$ cat src/hdl/npcm_pkg.sv
`timescale 1ns / 1ps
`default_nettype none

package npcm_pkg;

	localparam int COLOR_W   = 24;
	localparam int CHAN_W    = 8;
	localparam int IDX_W     = 4;
	localparam int IDX_CMP_W = 7;
	localparam int DIST_W    = 18;
	localparam int LUMA_W    = 16;

	localparam logic [1:0] MODE_FULL    = 2'd0;
	localparam logic [1:0] MODE_REDUCED = 2'd1;
	localparam logic [1:0] MODE_ONEBIT  = 2'd2;

	localparam int PAPER_ENTRY = 1;
	localparam int INK_ENTRY   = 2;

	localparam logic [LUMA_W-1:0] LUMA_R_WT = 16'd77;
	localparam logic [LUMA_W-1:0] LUMA_G_WT = 16'd150;
	localparam logic [LUMA_W-1:0] LUMA_B_WT = 16'd29;
	localparam logic [CHAN_W-1:0] LUMA_THRESH = 8'd128;
	localparam logic [CHAN_W-1:0] CHAN_MASK   = 8'hFF;

	typedef enum logic [2:0] {
		ST_IDLE,
		ST_SWEEP,
		ST_WAIT,
		ST_LUMA,
		ST_ONE_OUT
	} npcm_state_t;

	// tag travelling alongside a palette word through the distance pipe
	typedef struct packed {
		logic vld;
		logic first;
		logic last;
	} npcm_tag_t;

endpackage

`default_nettype wire

$ cat src/hdl/npcm_palette_ram.sv
`timescale 1ns / 1ps
`default_nettype none

module npcm_palette_ram #(
	parameter int DEPTH = 15,
	parameter int AW    = 4
) (
	input  wire                          clk,
	input  wire                          we,
	input  wire  [AW-1:0]                waddr,
	input  wire  [npcm_pkg::COLOR_W-1:0] wdata,
	input  wire                          re,
	input  wire  [AW-1:0]                raddr,
	output logic [npcm_pkg::COLOR_W-1:0] rdata
);
	import npcm_pkg::*;

	logic [COLOR_W-1:0] mem [DEPTH];

	always_ff @(posedge clk) begin
		if (we) begin
			mem[waddr] <= wdata;
		end
	end

	always_ff @(posedge clk) begin
		if (re) begin
			rdata <= mem[raddr];
		end
	end

endmodule

`default_nettype wire

$ cat src/hdl/npcm_dist_unit.sv
`timescale 1ns / 1ps
`default_nettype none

module npcm_dist_unit (
	input  wire                          clk,
	input  wire                          arst_n,
	input  npcm_pkg::npcm_tag_t          tag_i,
	input  wire  [npcm_pkg::COLOR_W-1:0] entry_i,
	input  wire  [npcm_pkg::COLOR_W-1:0] colour_i,
	output logic                         done_o,
	output logic [npcm_pkg::COLOR_W-1:0] best_o
);
	import npcm_pkg::*;

	npcm_tag_t          tag_s1, tag_s2;
	logic [CHAN_W-1:0]  dr_s1, dg_s1, db_s1;
	logic [COLOR_W-1:0] p_s1, p_s2;
	logic [2*CHAN_W-1:0] sr_s2, sg_s2, sb_s2;
	logic [DIST_W-1:0]  bestd_q;
	logic [COLOR_W-1:0] best_q;
	logic [DIST_W-1:0]  dist_sum;
	logic               take;

	function automatic logic [CHAN_W-1:0] absdiff(input logic [CHAN_W-1:0] a,
	                                              input logic [CHAN_W-1:0] b);
		return (a > b) ? (a - b) : (b - a);
	endfunction

	always_ff @(posedge clk or negedge arst_n) begin
		if (!arst_n) begin
			tag_s1 <= '0;
			tag_s2 <= '0;
			done_o <= 1'b0;
		end else begin
			tag_s1 <= tag_i;
			tag_s2 <= tag_s1;
			done_o <= tag_s2.vld & tag_s2.last;
		end
	end

	// stage 1: channel differences, stage 2: squares
	always_ff @(posedge clk) begin
		dr_s1 <= absdiff(colour_i[7:0] & CHAN_MASK, entry_i[7:0]);
		dg_s1 <= absdiff(colour_i[15:8] & CHAN_MASK, entry_i[15:8]);
		db_s1 <= absdiff(colour_i[23:16] & CHAN_MASK, entry_i[23:16]);
		p_s1  <= entry_i;
		sr_s2 <= {8'd0, dr_s1} * {8'd0, dr_s1};
		sg_s2 <= {8'd0, dg_s1} * {8'd0, dg_s1};
		sb_s2 <= {8'd0, db_s1} * {8'd0, db_s1};
		p_s2  <= p_s1;
	end

	assign dist_sum = {2'b00, sr_s2} + {2'b00, sg_s2} + {2'b00, sb_s2};
	// strict less keeps the lowest index on a tie
	assign take = tag_s2.first | (dist_sum < bestd_q);

	always_ff @(posedge clk) begin
		if (tag_s2.vld && take) begin
			bestd_q <= dist_sum;
			best_q  <= p_s2;
		end
		if (tag_s2.vld && tag_s2.last) begin
			best_o <= take ? p_s2 : best_q;
		end
	end

endmodule

`default_nettype wire

$ cat src/hdl/nearest_palette_color_map_core.sv
`timescale 1ns / 1ps
`default_nettype none

// Nearest palette colour mapper.
// Command channel: a word (kind, entry_index, color_in) is taken at a rising
// edge with start high and busy low. A load word (kind 1) writes one palette
// entry in that cycle and gives no result; an index past the palette is
// dropped. A convert word gives one result on color_out, marked by done for
// exactly one cycle; the receiver cannot stall, so the word is gone after it.
// The user must write depth_mode through cfg_wr_en / cfg_wr_data only while
// busy is low; the block itself does not enforce it. Load, full colour and
// unused mode words leave busy low, so the next word may follow at once, and
// done marks a full colour result in the cycle after accept. A one-bit ink or
// paper word takes luma, one palette read and the result register. A reduced
// word is paced by the single distance pipe that sees one palette entry per
// cycle through the RAM read port, plus its 3-stage fill and result register.
// Reset clears the sequencer, done and depth_mode (full colour); the palette
// holds nothing until loaded and has no clearing pass.
module nearest_palette_color_map_core #(
	parameter int PALETTE_ENTRIES = 15
) (
	input  wire                          clk,
	input  wire                          arst_n,
	input  wire                          start,
	output logic                         busy,
	input  wire                          kind,
	input  wire  [npcm_pkg::IDX_W-1:0]   entry_index,
	input  wire  [npcm_pkg::COLOR_W-1:0] color_in,
	output logic                         done,
	output logic [npcm_pkg::COLOR_W-1:0] color_out,
	input  wire                          cfg_wr_en,
	input  wire  [1:0]                   cfg_wr_data
);
	import npcm_pkg::*;

	localparam int AW = (PALETTE_ENTRIES > 1) ? $clog2(PALETTE_ENTRIES) : 1;
	localparam logic [AW-1:0] LAST_ADDR  = AW'(PALETTE_ENTRIES - 1);
	localparam logic [AW-1:0] INK_ADDR   = AW'(INK_ENTRY);
	localparam logic [AW-1:0] PAPER_ADDR = AW'(PAPER_ENTRY);
	localparam bit INK_PRESENT = (PALETTE_ENTRIES > INK_ENTRY);

	npcm_state_t state_q, state_d;
	logic [1:0]         depth_mode_q;
	logic [COLOR_W-1:0] colour_q;
	logic [AW-1:0]      addr_q;
	logic               dark_q;
	npcm_tag_t          iss_tag_q, iss_tag_d;

	logic               accept, conv_accept;
	logic [IDX_CMP_W-1:0] idx_ext;
	logic               ram_we, ram_re;
	logic [AW-1:0]      ram_raddr;
	logic [COLOR_W-1:0] ram_rdata;
	logic [LUMA_W-1:0]  luma_sum;
	logic               dark;
	logic               out_ld;
	logic [COLOR_W-1:0] out_val;
	logic               dist_done;
	logic [COLOR_W-1:0] dist_best;

	assign busy        = (state_q != ST_IDLE);
	assign accept      = start & ~busy;
	assign conv_accept = accept & ~kind;
	assign idx_ext     = {{(IDX_CMP_W-IDX_W){1'b0}}, entry_index};
	assign ram_we      = accept & kind & (idx_ext < IDX_CMP_W'(PALETTE_ENTRIES));

	assign luma_sum = {8'd0, colour_q[7:0]}   * LUMA_R_WT
	                + {8'd0, colour_q[15:8]}  * LUMA_G_WT
	                + {8'd0, colour_q[23:16]} * LUMA_B_WT;
	assign dark = (luma_sum[15:8] < LUMA_THRESH);

	npcm_palette_ram #(
		.DEPTH (PALETTE_ENTRIES),
		.AW    (AW)
	) u_ram (
		.clk   (clk),
		.we    (ram_we),
		.waddr (idx_ext[AW-1:0]),
		.wdata (color_in),
		.re    (ram_re),
		.raddr (ram_raddr),
		.rdata (ram_rdata)
	);

	npcm_dist_unit u_dist (
		.clk      (clk),
		.arst_n   (arst_n),
		.tag_i    (iss_tag_q),
		.entry_i  (ram_rdata),
		.colour_i (colour_q),
		.done_o   (dist_done),
		.best_o   (dist_best)
	);

	always_comb begin
		state_d = state_q;
		unique case (state_q)
			ST_IDLE: begin
				if (conv_accept) begin
					if (depth_mode_q == MODE_REDUCED) begin
						state_d = ST_SWEEP;
					end else if (depth_mode_q == MODE_ONEBIT) begin
						state_d = ST_LUMA;
					end
				end
			end
			ST_SWEEP: begin
				if (addr_q == LAST_ADDR) begin
					state_d = ST_WAIT;
				end
			end
			ST_WAIT: begin
				if (dist_done) begin
					state_d = ST_IDLE;
				end
			end
			ST_LUMA:    state_d = ST_ONE_OUT;
			ST_ONE_OUT: state_d = ST_IDLE;
			default:    state_d = ST_IDLE;
		endcase
	end

	always_comb begin
		ram_re    = 1'b0;
		ram_raddr = addr_q;
		iss_tag_d = '0;
		out_ld    = 1'b0;
		out_val   = dist_best;
		unique case (state_q)
			ST_IDLE: begin
				// full colour and the unused mode pass straight through
				if (conv_accept && depth_mode_q != MODE_REDUCED &&
				    depth_mode_q != MODE_ONEBIT) begin
					out_ld  = 1'b1;
					out_val = color_in;
				end
			end
			ST_SWEEP: begin
				ram_re          = 1'b1;
				iss_tag_d.vld   = 1'b1;
				iss_tag_d.first = (addr_q == '0);
				iss_tag_d.last  = (addr_q == LAST_ADDR);
			end
			ST_WAIT: begin
				out_ld = dist_done;
			end
			ST_LUMA: begin
				ram_re    = 1'b1;
				ram_raddr = dark ? INK_ADDR : PAPER_ADDR;
			end
			ST_ONE_OUT: begin
				out_ld  = 1'b1;
				// with two entries or fewer there is no ink and it reads as black
				out_val = (dark_q && !INK_PRESENT) ? '0 : ram_rdata;
			end
			default: begin
				out_ld = 1'b0;
			end
		endcase
	end

	always_ff @(posedge clk or negedge arst_n) begin
		if (!arst_n) begin
			state_q      <= ST_IDLE;
			depth_mode_q <= MODE_FULL;
			iss_tag_q    <= '0;
			addr_q       <= '0;
			done         <= 1'b0;
		end else begin
			state_q   <= state_d;
			iss_tag_q <= iss_tag_d;
			done      <= out_ld;
			if (cfg_wr_en) begin
				depth_mode_q <= cfg_wr_data;
			end
			if (state_q == ST_SWEEP) begin
				addr_q <= AW'(addr_q + 1'b1);
			end else begin
				addr_q <= '0;
			end
		end
	end

	always_ff @(posedge clk) begin
		if (conv_accept) begin
			colour_q <= color_in;
		end
		if (state_q == ST_LUMA) begin
			dark_q <= dark;
		end
		if (out_ld) begin
			color_out <= out_val;
		end
	end

	a_done_idle: assert property (@(posedge clk) disable iff (!arst_n)
		done |-> !busy)
		else $error("result word issued while busy");

	a_load_silent: assert property (@(posedge clk) disable iff (!arst_n)
		(accept && kind) |=> !done)
		else $error("load word produced a result");

	a_pass: assert property (@(posedge clk) disable iff (!arst_n)
		(conv_accept && depth_mode_q != MODE_REDUCED && depth_mode_q != MODE_ONEBIT)
		|=> (done && color_out == $past(color_in)))
		else $error("passthrough result missing or wrong");

	a_dist_wait: assert property (@(posedge clk) disable iff (!arst_n)
		dist_done |-> (state_q == ST_WAIT))
		else $error("distance pipe finished outside a sweep");

	a_onebit_read: assert property (@(posedge clk) disable iff (!arst_n)
		(state_q == ST_LUMA) |=> (state_q == ST_ONE_OUT) ##1 done)
		else $error("one-bit word did not complete");

endmodule

`default_nettype wire

$ cat config.mk
export PLATFORM = sky130hd
export DESIGN_NAME = nearest_palette_color_map_core
export DESIGN_NICKNAME = d
export VERILOG_FILES = /design/src/hdl/npcm_pkg.sv /design/src/hdl/npcm_palette_ram.sv /design/src/hdl/npcm_dist_unit.sv /design/src/hdl/nearest_palette_color_map_core.sv
export SDC_FILE = /design/constraint.sdc
export NUM_CORES = 1
export LEC_CHECK = 0
export ABC_AREA = 0
export BUFFER_PORTS_ARGS = -buffer_cell sky130_fd_sc_hd__buf_4
export CORE_MARGIN = 2
export CORE_UTILIZATION = 55
export CTS_CLUSTER_DIAMETER = 60
export DETAILED_ROUTE_END_ITERATION = 6
export GPL_TIMING_DRIVEN = 1
export PLACE_DENSITY = 0.67
export SYNTH_ARGS = -nofsm -noshare
export SYNTH_HDL_FRONTEND = slang
export SYNTH_SLANG_ARGS = --single-unit
$ cat constraint.sdc
create_clock -name clk -period 9.4 [get_ports clk]
set_clock_uncertainty 0.15 [all_clocks]
set_input_delay 1.41 -clock clk [delete_from_list [all_inputs] [get_ports clk]]
set_output_delay 1.41 -clock clk [all_outputs]
set_load 0.01 [all_outputs]
### Word level (Yosys, flattened, before mapping)

Memories as Yosys holds them, arrays and structs flattened. A register that Yosys moved wholly into a read port is not among the register bits.
Cells that the tools add are included.

| word-level totals | value |
|---|---|
| bits in registers | 254 |
| RAM bits | 360 |
| memories | 1 |

| operators by class | value |
|---|---|
| add/subtract/negate cells | 11 |
| multipliers | 6 |
| order comparisons | 6 |
| equal/unequal tests | 13 |
| multiplexer cells | 21 |
| bitwise operators | 8 |
| reductions and logical operators | 9 |

Memory list:

| memory | depth | width | read ports | clocked after memory_dff | wr ports | line | source |
|---|---|---|---|---|---|---|---|
| u_ram.mem | 15 | 24 | 1 | 1 | 1 | npcm_palette_ram.sv:18 | `logic [COLOR_W-1:0] mem [DEPTH];` |

Operators with widths:

| cell | count |
|---|---|
| $mul A8 B8 Y16 | 3 |
| $mux W24 | 2 |
| $pmux W24 S2 | 1 |
| $sub A8 B8 Y8 | 6 |
| $mul A8 B7 Y15 const B | 2 |
| $gt A8 B8 Y1 | 3 |
| $mux W8 | 3 |
| $add A18 B16 Y18 | 1 |
| $lt A18 B18 Y1 | 1 |
| $mux W3 | 6 |
| $add A16 B16 Y17 | 1 |
| $add A15 B16 Y16 | 1 |
| $add A16 B13 Y16 | 1 |
| $mul A8 B5 Y13 const B | 1 |
| $pmux W3 S4 | 1 |
| $lt A8 B8 Y1 const B | 1 |
| $mux W4 | 2 |
| $eq A3 B2 Y1 const B | 2 |
| $ne A2 B2 Y1 const B | 3 |
| $and A1 B1 Y1 | 5 |
| $add A4 B1 Y4 const B | 1 |
| $eq A4 B4 Y1 const B | 1 |
| $logic_and A1 B1 Y1 | 4 |
| $logic_not A4 Y1 | 1 |
| other kinds (16) | 21 |

### Logic depth before layout (Yosys ltp)

Gate-level depths: netlist of run 1.

| logic depth | value |
|---|---|
| depth in word-level cells | 8 |
| mapped depth | 30 |

### Cells and area by module

A second synthesis of run 1 with hierarchy kept.

| second synthesis, totals | value |
|---|---|
| cells, all modules | 2,424 |
| area total of the unflattened synthesis | 33,170.6 µm² |

Modules (own cells, without submodules):

| module | instances | cells an instance | area each (µm²) |
|---|---|---|---|
| npcm_palette_ram | 1 | 676 | 14,530.2 |
| npcm_dist_unit | 1 | 1,231 | 13,050.0 |
| nearest_palette_color_map_core | 1 | 517 | 5,590.4 |

### Worst setup path before layout of run 1

No wires, ideal clock.

| timing | value |
|---|---|
| kind | reg-to-reg |
| start | register u_dist.sg_s2[3] |
| end | register u_dist.best_q[0] (enable) |
| arrival | 6.374 ns |
| path slack | 2.430 ns |
| cell stages (with the launch flop) | 21 |
| buffers on the path | 1 |
| period minus slack after synthesis | 6.970 ns |
| path through | dfxtp_1 ha_1 a21o_1 a21oi_1 o21ai_0 xor2_1 ha_1 a21oi_1 o22ai_1 a211o_1 o311a_1 o21a_1 nor2_1 ha_1 a2111oi_0 a311o_1 a21oi_1 o31ai_1 a21oi_1 clkbuf_1 nor2b_1 |

| on the way | value |
|---|---|
| cells in the longest elaborated chain, start to end | 5 |

RTL lines:

| what | line | source |
|---|---|---|
| start: declaration | npcm_dist_unit.sv:18 | `logic [2*CHAN_W-1:0] sr_s2, sg_s2, sb_s2;` |
| start signal: assignment | npcm_dist_unit.sv:48 | `sg_s2 <= {8'd0, dg_s1} * {8'd0, dg_s1};` |
| $add A16 B16 Y17 | npcm_dist_unit.sv:53 | `assign dist_sum = {2'b00, sr_s2} + {2'b00, sg_s2} + {2'b00, sb_s2};` |
| $add A18 B16 Y18 | npcm_dist_unit.sv:53 |  |
| net u_dist.dist_sum[11] | npcm_dist_unit.sv:21 | `logic [DIST_W-1:0] dist_sum;` |
| $lt A18 B18 Y1 | npcm_dist_unit.sv:55 | `assign take = tag_s2.first \| (dist_sum < bestd_q);` |
| $or A1 B1 Y1 | npcm_dist_unit.sv:55 |  |
| $logic_and A1 B1 Y1 | npcm_dist_unit.sv:58 | `if (tag_s2.vld && take) begin` |
| end signal: assignment | npcm_dist_unit.sv:60 | `best_q <= p_s2;` |
| end: declaration | npcm_dist_unit.sv:20 | `logic [COLOR_W-1:0] best_q;` |

The timed path passes the listed nets, and every way through them passes these cells.
A chain may end at the register's enable or synchronous reset.

### Worst setup path in the final report of run 1

| timing | value |
|---|---|
| start | register colour_q[12] |
| end | register u_ram.rdata[0] in the netlist's numbering (read register of u_ram.mem) (data pin) |

| on the way | value |
|---|---|
| cells in the longest elaborated chain, start to end | 6 |

RTL lines:

| what | line | source |
|---|---|---|
| start: declaration | nearest_palette_color_map_core.sv:44 | `logic [COLOR_W-1:0] colour_q;` |
| start signal: assignment | nearest_palette_color_map_core.sv:186 | `colour_q <= color_in;` |
| $mul A8 B7 Y15 | nearest_palette_color_map_core.sv:68 | `+ {8'd0, colour_q[15:8]} * LUMA_G_WT` |
| $add A15 B16 Y16 | nearest_palette_color_map_core.sv:68 |  |
| $add A16 B13 Y16 | nearest_palette_color_map_core.sv:69 | `+ {8'd0, colour_q[23:16]} * LUMA_B_WT;` |
| $lt A8 B8 Y1 | nearest_palette_color_map_core.sv:70 | `assign dark = (luma_sum[15:8] < LUMA_THRESH);` |
| $mux W2 | nearest_palette_color_map_core.sv:149 | `ram_raddr = dark ? INK_ADDR : PAPER_ADDR;` |
| $mux W4 | nearest_palette_color_map_core.sv:129 | `unique case (state_q)` |
| end: declaration | npcm_palette_ram.sv:14 | `output logic [npcm_pkg::COLOR_W-1:0] rdata` |

No other way between the ends.

==> results of run 1 <==
## metrics by stage
stage | util (%) | total power, mW | cells
2_1_floorplan | - | 3.08 | 2579
3_3_place_gp | 58.1 | 3.12 | 3368
3_5_place_dp | 58.1 | 3.13 | 3368
4_1_cts | 61.9 | 5.83 | 3499
5_1_grt | 61.9 | 5.93 | 3499
6_report | 61.9 | 5.77 | 3500
## layout make-up
cell class              count  area share (%)
flip-flops and latches    635            47.7
multi-input cells        1582            38.9
clock buffers              96            5.22
inverters                 276            2.77
well taps                 782            2.62
repair buffers             93            1.87
clock inverters            35           0.951
diodes                      1         0.00670
## worst max-delay path by stage
| stage | from | to | slack (ps) |
|---|---|---|---|
| after CTS | colour_q[12] | u_ram.rdata[0] | 1620 |
| after detailed placement | colour_q[12] | u_ram.rdata[6] | 1660 |
| after global routing | colour_q[13] | u_ram.rdata[11] | 1140 |
| after floorplan | u_dist.sg_s2[3] | u_dist.best_q[0] | 2430 |
| final | colour_q[12] | u_ram.rdata[0] | 1640 |
| after global placement | colour_q[12] | u_ram.rdata[2] | 1740 |
## cells in the mapped netlist (3+ instances only)
library cell	n
edfxtp_1	498
inv_1	276
ha_1	268
fa_1	137
nor2_1	132
dfxtp_1	117
nand2_1	105
a21oi_1	92
and2_1	83
xnor2_1	73
o21ai_0	72
clkbuf_1	70
a211oi_1	59
mux2_2	51
nor2b_1	48
mux4_2	40
mux2i_1	37
o22ai_1	37
nand3_1	32
a21o_1	30
xor2_1	29
a22oi_1	24
nor3_1	23
dfrtp_1	20
o2111ai_1	20
o21a_1	19
and3_1	16
nand2b_1	16
o221ai_1	16
a2bb2oi_1	14
o21bai_1	14
or4_1	14
nand4_1	9
a221o_1	8
buf_1	7
o41ai_1	5
buf_2	4
a31oi_1	3
nand3b_1	3
nor3b_1	3
o41a_1	3
or2_2	3
## metal layers
layer	wire length, um	up-vias
li1	-	9479
met1	31500	10200
met2	37000	481
met3	3590	127
met4	2150	2
met5	10	-
## flip-flops by register name, indices dropped and copies added (netlist names)
register / count
u_ram.mem: 360
u_dist.tag_s2: 3
state_q: 3
u_dist.p_s2: 24
u_dist.p_s1: 24
color_out: 24
done: 1
u_dist.tag_s1: 3
iss_tag_q: 3
u_dist.db_s1: 8
u_dist.sb_s2: 15
u_dist.dr_s1: 8
u_dist.best_q: 24
u_ram.rdata: 24
depth_mode_q: 2
u_dist.sr_s2: 15
u_dist.dg_s1: 8
u_dist.sg_s2: 15
addr_q: 4
u_dist.best_o: 24
u_dist.done_o: 1
colour_q: 24
u_dist.bestd_q: 18
## worst reg2reg max path, stage by stage (launching register included)
cell and delay [ps]:
edfxtp_1 500, ha_1 340, ha_1 270, inv_1 50, fa_1 510, fa_1 520, inv_1 40, ha_1 330
o21a_1 130, nor2_1 120, xnor2_1 150, ha_1 270, fa_1 510, inv_1 50, fa_1 390, fa_1 530
inv_1 50, ha_1 290, a211oi_1 230, o211ai_1 120, a211oi_1 240, nor2_1 90, xnor2_1 350, xnor2_4 250
nor2_2 640, a22oi_1 210, o2111ai_1 270
## power by group through the flow
stage | Sequential [mW] | Combinational, mW | Clock (mW)
after floorplan | 3.08 | 0.00287 | 0
after global placement | 3.08 | 0.0462 | 0
after detailed placement | 3.08 | 0.0489 | 0
after CTS | 3.02 | 0.0491 | 2.76
after global routing | 3.02 | 0.0530 | 2.86
final | 3.02 | 0.0494 | 2.71
## cell families (layout without fill, tap and decap cells)
kind of cell             count (synthesis)  count (layout)
buffers and inverters                  362             500
AO/OA/AOI/OAI                          446             446
other                                    0               1
adder cells (fa/ha/maj)                405             405
multiplexers                           128             128
XOR/XNOR                               103             103
AND/OR/NAND/NOR                        500             500
flip-flops                             635             635
==> impl_results.md, run 1 <==
* Initial Util at 55.7%
* Slew @ Worst Pin at about 1300 ps
* # fillers at 4,642
* Clk buf depth at 3
* R2r setup slk at ~1600 ps
* Worst Setup Start Kind: flip-flop
* I/O Pins at 61
* Vias/cell at 5.81
* Worst path arrival time at around 8000 ps
* Multi-input logic area at 0.0145 sq mm
* HP Start: u_dist.p_s1[0]
* Clock power share at ~47%
* Hold Fails Final Rpt at 0
* Asr flop ratio synth at between 3 and 4%
* Kind of end point of the critical path: flip-flop
* Detailed-route wire length per cell at 21.2 um
* Final setup viols at 0
* Most frequent cells in the layout: 498 x edfxtp_1, 276 x inv_1, 268 x ha_1, 137 x fa_1, 119 x nor2_1
* First-pass GRT wire length at 117,000 um
* Slew Limit Headroom at 14.3%
* Leakage at 15.0 nW
* CTS clk-pin slew, worst paths at 60 ps
* Leading area contributor after synthesis: edfxtp_1
* RR Startpoint: colour_q[12]
* Post-synth top flop: edfxtp_1
* Post-cts repair resize count at 0
* Synth Register Bits at 635
* 1st-iter DRT viols at 1,383
* Vias at 20,300
* Met1 GRT Util at 31.3%
* Final clock period utilization by the worst path at 82.5%
* Top cell type's share of synthesized area at 44.5%
* GR met2 Demand/Resource at between 40% and 50%
* Pre-Repair DR Iteration Count at 7
* Gr busiest metal: met2
* Sequential Power Share at a little over half
* Levels on crit path at 26
* Syn avg cell area at 13.0 sq um
* IR Drop Worst-Case VDD at between 0.00015 and 0.0002 V
* Crit path max fanout at 15
* Final worst slack at 1640 ps
* DRC at 0
* Area growth, synth to finish at 11.1%
* Mux share of post-synthesis cell area at approximately 5.5%
* Post-synth EDFFs at 498
* Simple-Gate Fraction of Synth Area at 7.48%
* Compound-Gate Fraction of Synth Area at under 10%
* Vias in the first global route at 21,000
* Psw at 1.18 mW
* Pwr Density at 155 mW/mm^2
* Adder-Cell Fraction of Synth Area at 18.1%
* Comb pwr share at 0.9%
* TritonCTS clock tree: yes
* Critical path class: flip-flop to flip-flop
* Syn Nets at around 3,000
* Worst min path class: flip-flop to flip-flop
* Core Area at 0.0604 sq mm
* CP top delay family: adder cells
* WHS at roughly 170 ps
* Final min period at between 7000 and 8000 ps
* Final #Nets at 3,099
* Status: completed
* Unrepaired setup endpoints after global routing: false
* FP Rows at 90
* Post-synthesis sequential area ratio at between 50% and 60%
* Clock Latency Late Sink at 630 ps
* Pre-CTS WS at 1660 ps
* Mapped Area at around 0.034 sq mm
* H-Tree Depth at 3
* Commonest non-fill, non-tap cell in the layout: edfxtp_1
* Drt total wl at 74,200 um
* Achievable frequency at about 0.13 GHz
* Cell count after synthesis at between 2,000 and 3,000
* WHS Endpoint: u_dist.p_s2[0]
* Setup TNS at 0 ps
* Antenna viol nets, final at 0
* Final Max Tran Viols at 0
* Internal at approximately 4.6 mW
* Slowest-stage cell, CP: nor2_2
* Post-cts hold buffer count at 0
* CTS Buf Count at 71
* Final HPWL DP at 51,200 um
* Post-synthesis cell type count at 77
* Share of cells above drive strength 1 at 12.0%
* Routability congestion estimate at 0.872
* Worst hold path stage count at 0
* Port bufs at 60
* Largest family of logic cells by synthesized area: adder cells
* Width of the die at approximately 250 um
* Switch share at between 20% and 30%
* Met3 GRT Util at 3.82%
* Initial antenna violation count at 1
* Chip Height at 251 um
* Postcts setup bufs at 0
* Total of warnings raised by yosys at 0
* Post-route cell area at 0.0374 sq mm
* Clock sinks at 635
* Worst reg-to-reg path cell count at 26
* Clock root cell: clkbuf_16
* CP Data Required Time at 9690 ps
* FF+latch area at 0.0178 sq mm
* Pin count of the biggest net entering global routing at 82
* Placed Area at 0.0350 sq mm
* XOR/XNOR Fraction of Synth Area at 2.71%
* Die area at 0.0631 sq mm
* MaxCap Viol Count at 0
* GR Util All Layers at 24.1%
* Reg-to-reg endpoint: u_ram.rdata[0]
* Crit-path max cell delay at 630 ps
* Area contributors post-synth: edfxtp_1 44%, ha_1 10%, fa_1 8.2%
* Crit path buf inv count at 4
* GR Overflow Total at 0
Power figures use the tool's default switching activity.
==> run 2: changes to the inputs <==
Clock period 9.4 ns to 7.65 ns, I/O delays scaled along.
==> run 2 against run 1 <==
Net effect:
- die area unchanged
- first-iteration DRC count decreased by 13%
- cell count up 0.14%
- total power up 21%
- sequential share of layout area barely moved
- worst setup slack worse by 1200 ps
- cell area about the same
- non-clock buffer count grew 11
==> impl_results.md, run 2 (synthesis results as in run 1) <==
* Port bufs at 60
* Core Area at 0.0604 sq mm
* Pwr Density at around 190 mW/mm^2
* Clock root cell: clkbuf_16
* Detailed-route wire length per cell at 21.4 um
* Clk buf depth at 3
* Internal at 5.59 mW
* Multi-input logic area at about 0.015 sq mm
* 1st-iter DRT viols at between 1,000 and 1,500
* FF+latch area at 0.0178 sq mm
* Hold Fails Final Rpt at 0
* TritonCTS clock tree: yes
* Vias at 20,300
* FP Rows at 90
* Final worst slack at 449 ps
* Chip Height at ~250 um
* Critical path class: flip-flop to flip-flop
* Slew @ Worst Pin at 1260 ps
* Initial Util at 55.7%
* Switch share at 20.2%
* Drt total wl at approximately 75,000 um
* Clock Latency Late Sink at approximately 620 ps
* CTS Buf Count at 70
* Area growth, synth to finish at 11.2%
* Crit path max fanout at 13
* MaxCap Viol Count at 0
* Worst path arrival time at roughly 7500 ps
* IR Drop Worst-Case VDD at 0.000193 V
* Worst Setup Start Kind: flip-flop
* Worst min path class: flip-flop to flip-flop
* Sequential Power Share at 53.0%
* H-Tree Depth at 3
* Pre-CTS WS at 66.8 ps
* Commonest non-fill, non-tap cell in the layout: edfxtp_1
* Largest Register: u_ram.mem
* Total power at 7.00 mW
* First-pass GRT wire length at 118,000 um
* # fillers at 4,682
* Placed cells at 3,377
* Psw at 1.41 mW
* GR Util All Layers at 24.3%
* Post-cts hold buffer count at 0
* Clock sinks at about 640
* Comb pwr share at 0.9%
* Final core area utilization at 61.9%
* Final Max Tran Viols at 0
* Achievable frequency at 0.139 GHz
* CTS clk-pin slew, worst paths at around 60 ps
* CP Data Required Time at 7930 ps
* Leakage at 14.9 nW
* Final HPWL DP at 51,900 um
* Max reg flops at 360
* Kind of end point of the critical path: flip-flop
* Share of cells above drive strength 1 at about an eighth
* Pre-Repair DR Iteration Count at 5
* Unrepaired setup endpoints after global routing: false
* Final setup viols at 0
* Initial antenna violation count at 2
* Routability congestion estimate at 0.855
* Width of the die at 251 um
* Die area at 0.0631 sq mm
* Vias in the first global route at between 20,000 and 25,000
* Ant diodes at 0
* Status: completed
* Final min period at about 7200 ps
* Final clock period utilization by the worst path at 94.1%
* GR Overflow Total at 0
* Slew Limit Headroom at 15.8%
* Setup TNS at 0 ps
* Clock power share at 46.1%
* Vias/cell at roughly 5.8
* DRC at 0
* I/O Pins at 61
* Finished Layout Cells at 3,505
* Pin count of the biggest net entering global routing at 67
* Final #Nets at 3,109
* Antenna viol nets, final at 0
* Most frequent cells in the layout: 498 x edfxtp_1, 276 x inv_1, 268 x ha_1, 137 x fa_1, 119 x nor2_1
[run 2: cell count changes in the layout (fill, tap and decap cells not counted), sizes merged]
cell,previous run,this run
buf,93,104
bufinv,3,4
clkbuf,96,94
clkinv,25,21
clkinvlp,0,4
diode,1,0
inv,283,279
[run 2: worst paths after layout]
kind | slack (ps) | cells past startpoint | to | from
setup / recovery | 450 | 27 | u_ram.rdata[3] | colour_q[14]
setup reg to reg | 450 | 27 | u_ram.rdata[3] | colour_q[14]
max in group asynchronous | 6830 | 1 | addr_q[2] | arst_n
hold / removal | 170 | 0 | u_dist.p_s2[3] | u_dist.p_s1[3]
min in group asynchronous | 270 | 1 | state_q[2] | arst_n
hold reg to reg | 170 | 0 | u_dist.p_s2[3] | u_dist.p_s1[3]
[run 2: power groups by stage]
stage	registers, mW	logic (mW)	clock network [mW]
floorplan	3.78	0.00352	0
global placement	3.78	0.0577	0
detailed placement	3.78	0.0608	0
CTS	3.71	0.0607	3.30
global route	3.71	0.0658	3.43
finish	3.71	0.0605	3.23
[run 2: layer usage]
layer  GRT usage [%]  vias to the layer above  wire, um
met1            31.2                    10200     31300
met3            4.13                      137      3960
met5               0                        -        13
li1                -                     9496         -
met4            8.23                        2      2370
met2            42.0                      513     37300
[run 2: critical path: stages, from the launching register on]
cell and delay, ps:
edfxtp_1 410, ha_1 300, ha_1 270, inv_1 50, fa_1 500, fa_1 520, inv_1 50, ha_1 340
o21a_1 130, nor2_1 110, xnor2_1 130, ha_1 260, fa_1 510, inv_1 50, fa_1 390, fa_1 520
inv_1 50, ha_1 300, a211oi_1 240, o211ai_1 120, a211oi_1 250, nor2_1 110, xnor2_2 260, xnor2_4 180
buf_4 250, a21oi_1 90, or4_1 420, o2111ai_1 90
[run 2: cell type report]
| type | count | share of cell area, % |
|---|---|---|
| clock buffer | 94 | 4.98 |
| clock inverter | 32 | 0.924 |
| inverter | 276 | 2.77 |
| multi-input combinational | 1582 | 38.9 |
| sequential | 635 | 47.6 |
| tap | 782 | 2.62 |
| timing repair buffer | 104 | 2.16 |
[run 2: metrics by stage]
step | hold WS, ps | instance area, sq um
finish | 174 | 37400
detailed placement | 162 | 35100
CTS | 176 | 37300
floorplan | 160 | 33600
global placement | 160 | 35100
global route | 179 | 37400
[run 2: repair_timing]
item	CTS	global route
endpoints found under the setup margin	0	23
hold endpoints to repair	0	0
setup buffers	0	2
gates resized for setup	0	2
==> run 3: changes to the inputs <==
Settings changed: CORE_UTILIZATION 55 to 46, PLACE_DENSITY 0.67 to 0.57.
Clock period 7.65 ns to 9 ns, I/O delays scaled along.
==> run 3 against run 2 <==
Net effect:
- non-clock buffer count fell by 7
- sequential power fell by 15%
- largest power group unchanged
- count of clock-buffer cells in the layout rose by 11
==> impl_results.md, run 3 (synthesis results as in run 1) <==
* Final HPWL DP at 54,200 um
* Reg-to-reg endpoint: u_ram.rdata[0]
* Worst hold path stage count at 0
* Initial antenna violation count at 1
* Achievable frequency at 0.132 GHz
* Worst min path class: flip-flop to flip-flop
* DRC at 0
* GR Overflow Total at 0
* Met1 GRT Util at 27.5%
* Final worst slack at 1400 ps
* Vias in the first global route at 21,000
* Hold Fails Final Rpt at 0
* Detailed-route wire length per cell at 21.2 um
* Clock sinks at 635
* First-pass GRT wire length at 121,000 um
* Crit path max fanout at 27
* Crit-path max cell delay at 560 ps
* Clock root cell: clkbuf_16
* HP Start: u_dist.p_s1[18]
* IR Drop Worst-Case VDD at 0.000149 V
* Worst path arrival time at between 7000 and 8000 ps
* Pwr Density at 164 mW/mm^2
* Slew Limit Headroom at 17.4%
* Largest Register: u_ram.mem
* CTS clk-pin slew, worst paths at 60 ps
* Internal at 4.90 mW
* Slew @ Worst Pin at 1240 ps
* Critical path's most frequent cell: fa_1
* FF+latch area at around 0.018 sq mm
* 1st-iter DRT viols at around 1,400
* Routability congestion estimate at between 0.8 and 0.9
* Max reg flops at 360
* Pin count of the biggest net entering global routing at 70
* Switch share at 20.6%
* Setup TNS at 0 ps
* Final Max Tran Viols at 0
* Status: completed
* Final min period at about 7600 ps
* WHS Endpoint: u_dist.p_s2[18]
* Antenna viol nets, final at 0
* Total power at 6.17 mW
* Multi-input logic area at approximately 0.015 sq mm
* Commonest non-fill, non-tap cell in the layout: edfxtp_1
* Kind of end point of the critical path: flip-flop
* GR Util All Layers at a little over a fifth
* Most frequent cells in the layout: 498 x edfxtp_1, 276 x inv_1, 268 x ha_1, 137 x fa_1, 118 x nor2_1
* Placed cells at 3,549
* Share of cells above drive strength 1 at 12.1%
* Worst reg-to-reg path cell count at 25
* Clock power share at 48.1%
* Drt total wl at 78,300 um
* R2r setup slk at around 1400 ps
* Post-cts hold buffer count at 0
* Post-cts repair resize count at 0
* Worst Setup Start Kind: flip-flop
* Chip Height at about 270 um
* RR Startpoint: colour_q[12]
* Vias at roughly 20,000
* Area growth, synth to finish at 12.3%
* Vias/cell at approximately 5.5
* TritonCTS clock tree: yes
* Postcts setup bufs at 0
* Critical path class: flip-flop to flip-flop
* Pre-Repair DR Iteration Count at 5
* CP Data Required Time at around 9300 ps
* CP top delay family: adder cells
* Comb pwr share at 0.9%
* Final clock period utilization by the worst path at 84.4%
* WHS at 166 ps
* Slowest-stage cell, CP: fa_1
* Final #Nets at 3,108
* Clk buf depth at 3
* MaxCap Viol Count at 0
* Finished Layout Cells at approximately 3,700
* GR met2 Demand/Resource at 36.0%
* Met3 GRT Util at 3.14%
* Initial Util at 46.2%
* CTS Buf Count at 76
* Width of the die at ~270 um
* FP Rows at 99
* Core Area at 0.0727 sq mm
* Psw at approximately 1.3 mW
* Leakage at 15.0 nW
* Sequential Power Share at 51.1%
* # fillers at 6,186
* I/O Pins at just over 60
* Die area at 0.0753 sq mm
* Clock Latency Late Sink at 640 ps
* H-Tree Depth at 3
* Gr busiest metal: met2
* Unrepaired setup endpoints after global routing: false
* Final setup viols at 0
* Crit path buf inv count at 5
* Pre-CTS WS at 1430 ps
* Port bufs at 60
* Ant diodes at 0
-- run 3: cell types whose count changed in the layout (fill, tap and decap cells not counted), sizes merged --
cell / delta
clkinvlp: -4
clkbuf: +11
inv: +4
buf: -7
clkinv: +2
-- run 3: final cells by class --
cell class / count / share of cell area, %
sequential: 635 / 47.2
multi-input combinational: 1582 / 38.5
clock buffer: 105 / 5.46
tap: 959 / 3.18
inverter: 276 / 2.74
timing repair buffer: 97 / 1.93
clock inverter: 34 / 0.978
-- run 3: routing by layer --
metal	vias to the layer above	wire (um)
li1	9515	-
met1	10200	34100
met2	427	38200
met3	159	3260
met4	2	2670
met5	-	13
-- run 3: power by group through the flow --
| stage | registers (mW) | logic (mW) | clock network (mW) |
|---|---|---|---|
| finish | 3.15 | 0.0529 | 2.97 |
| global route | 3.15 | 0.0571 | 3.16 |
| CTS | 3.15 | 0.0535 | 3.04 |
| detailed placement | 3.21 | 0.0534 | 0 |
| global placement | 3.21 | 0.0501 | 0 |
| floorplan | 3.21 | 0.00300 | 0 |
-- run 3: worst max path at each step --
stage | from | depth (start not counted) | slack [ps] | endpoint
floorplan | u_dist.sg_s2[3] | 20 | 2030 | u_dist.best_q[0]
global placement | colour_q[12] | 25 | 1440 | u_ram.rdata[13]
detailed placement | colour_q[13] | 29 | 1430 | u_ram.rdata[9]
CTS | colour_q[12] | 25 | 1370 | u_ram.rdata[9]
global route | colour_q[12] | 24 | 950 | u_ram.rdata[2]
finish | colour_q[12] | 25 | 1400 | u_ram.rdata[0]
-- run 3: stage by stage --
step / instance area (sq um) / util (%)
6_report: 37700 / 51.9
4_1_cts: 37700 / 51.9
5_1_grt: 37700 / 51.9
3_3_place_gp: 35300 / 48.6
2_1_floorplan: 33600 / -
3_5_place_dp: 35300 / 48.6
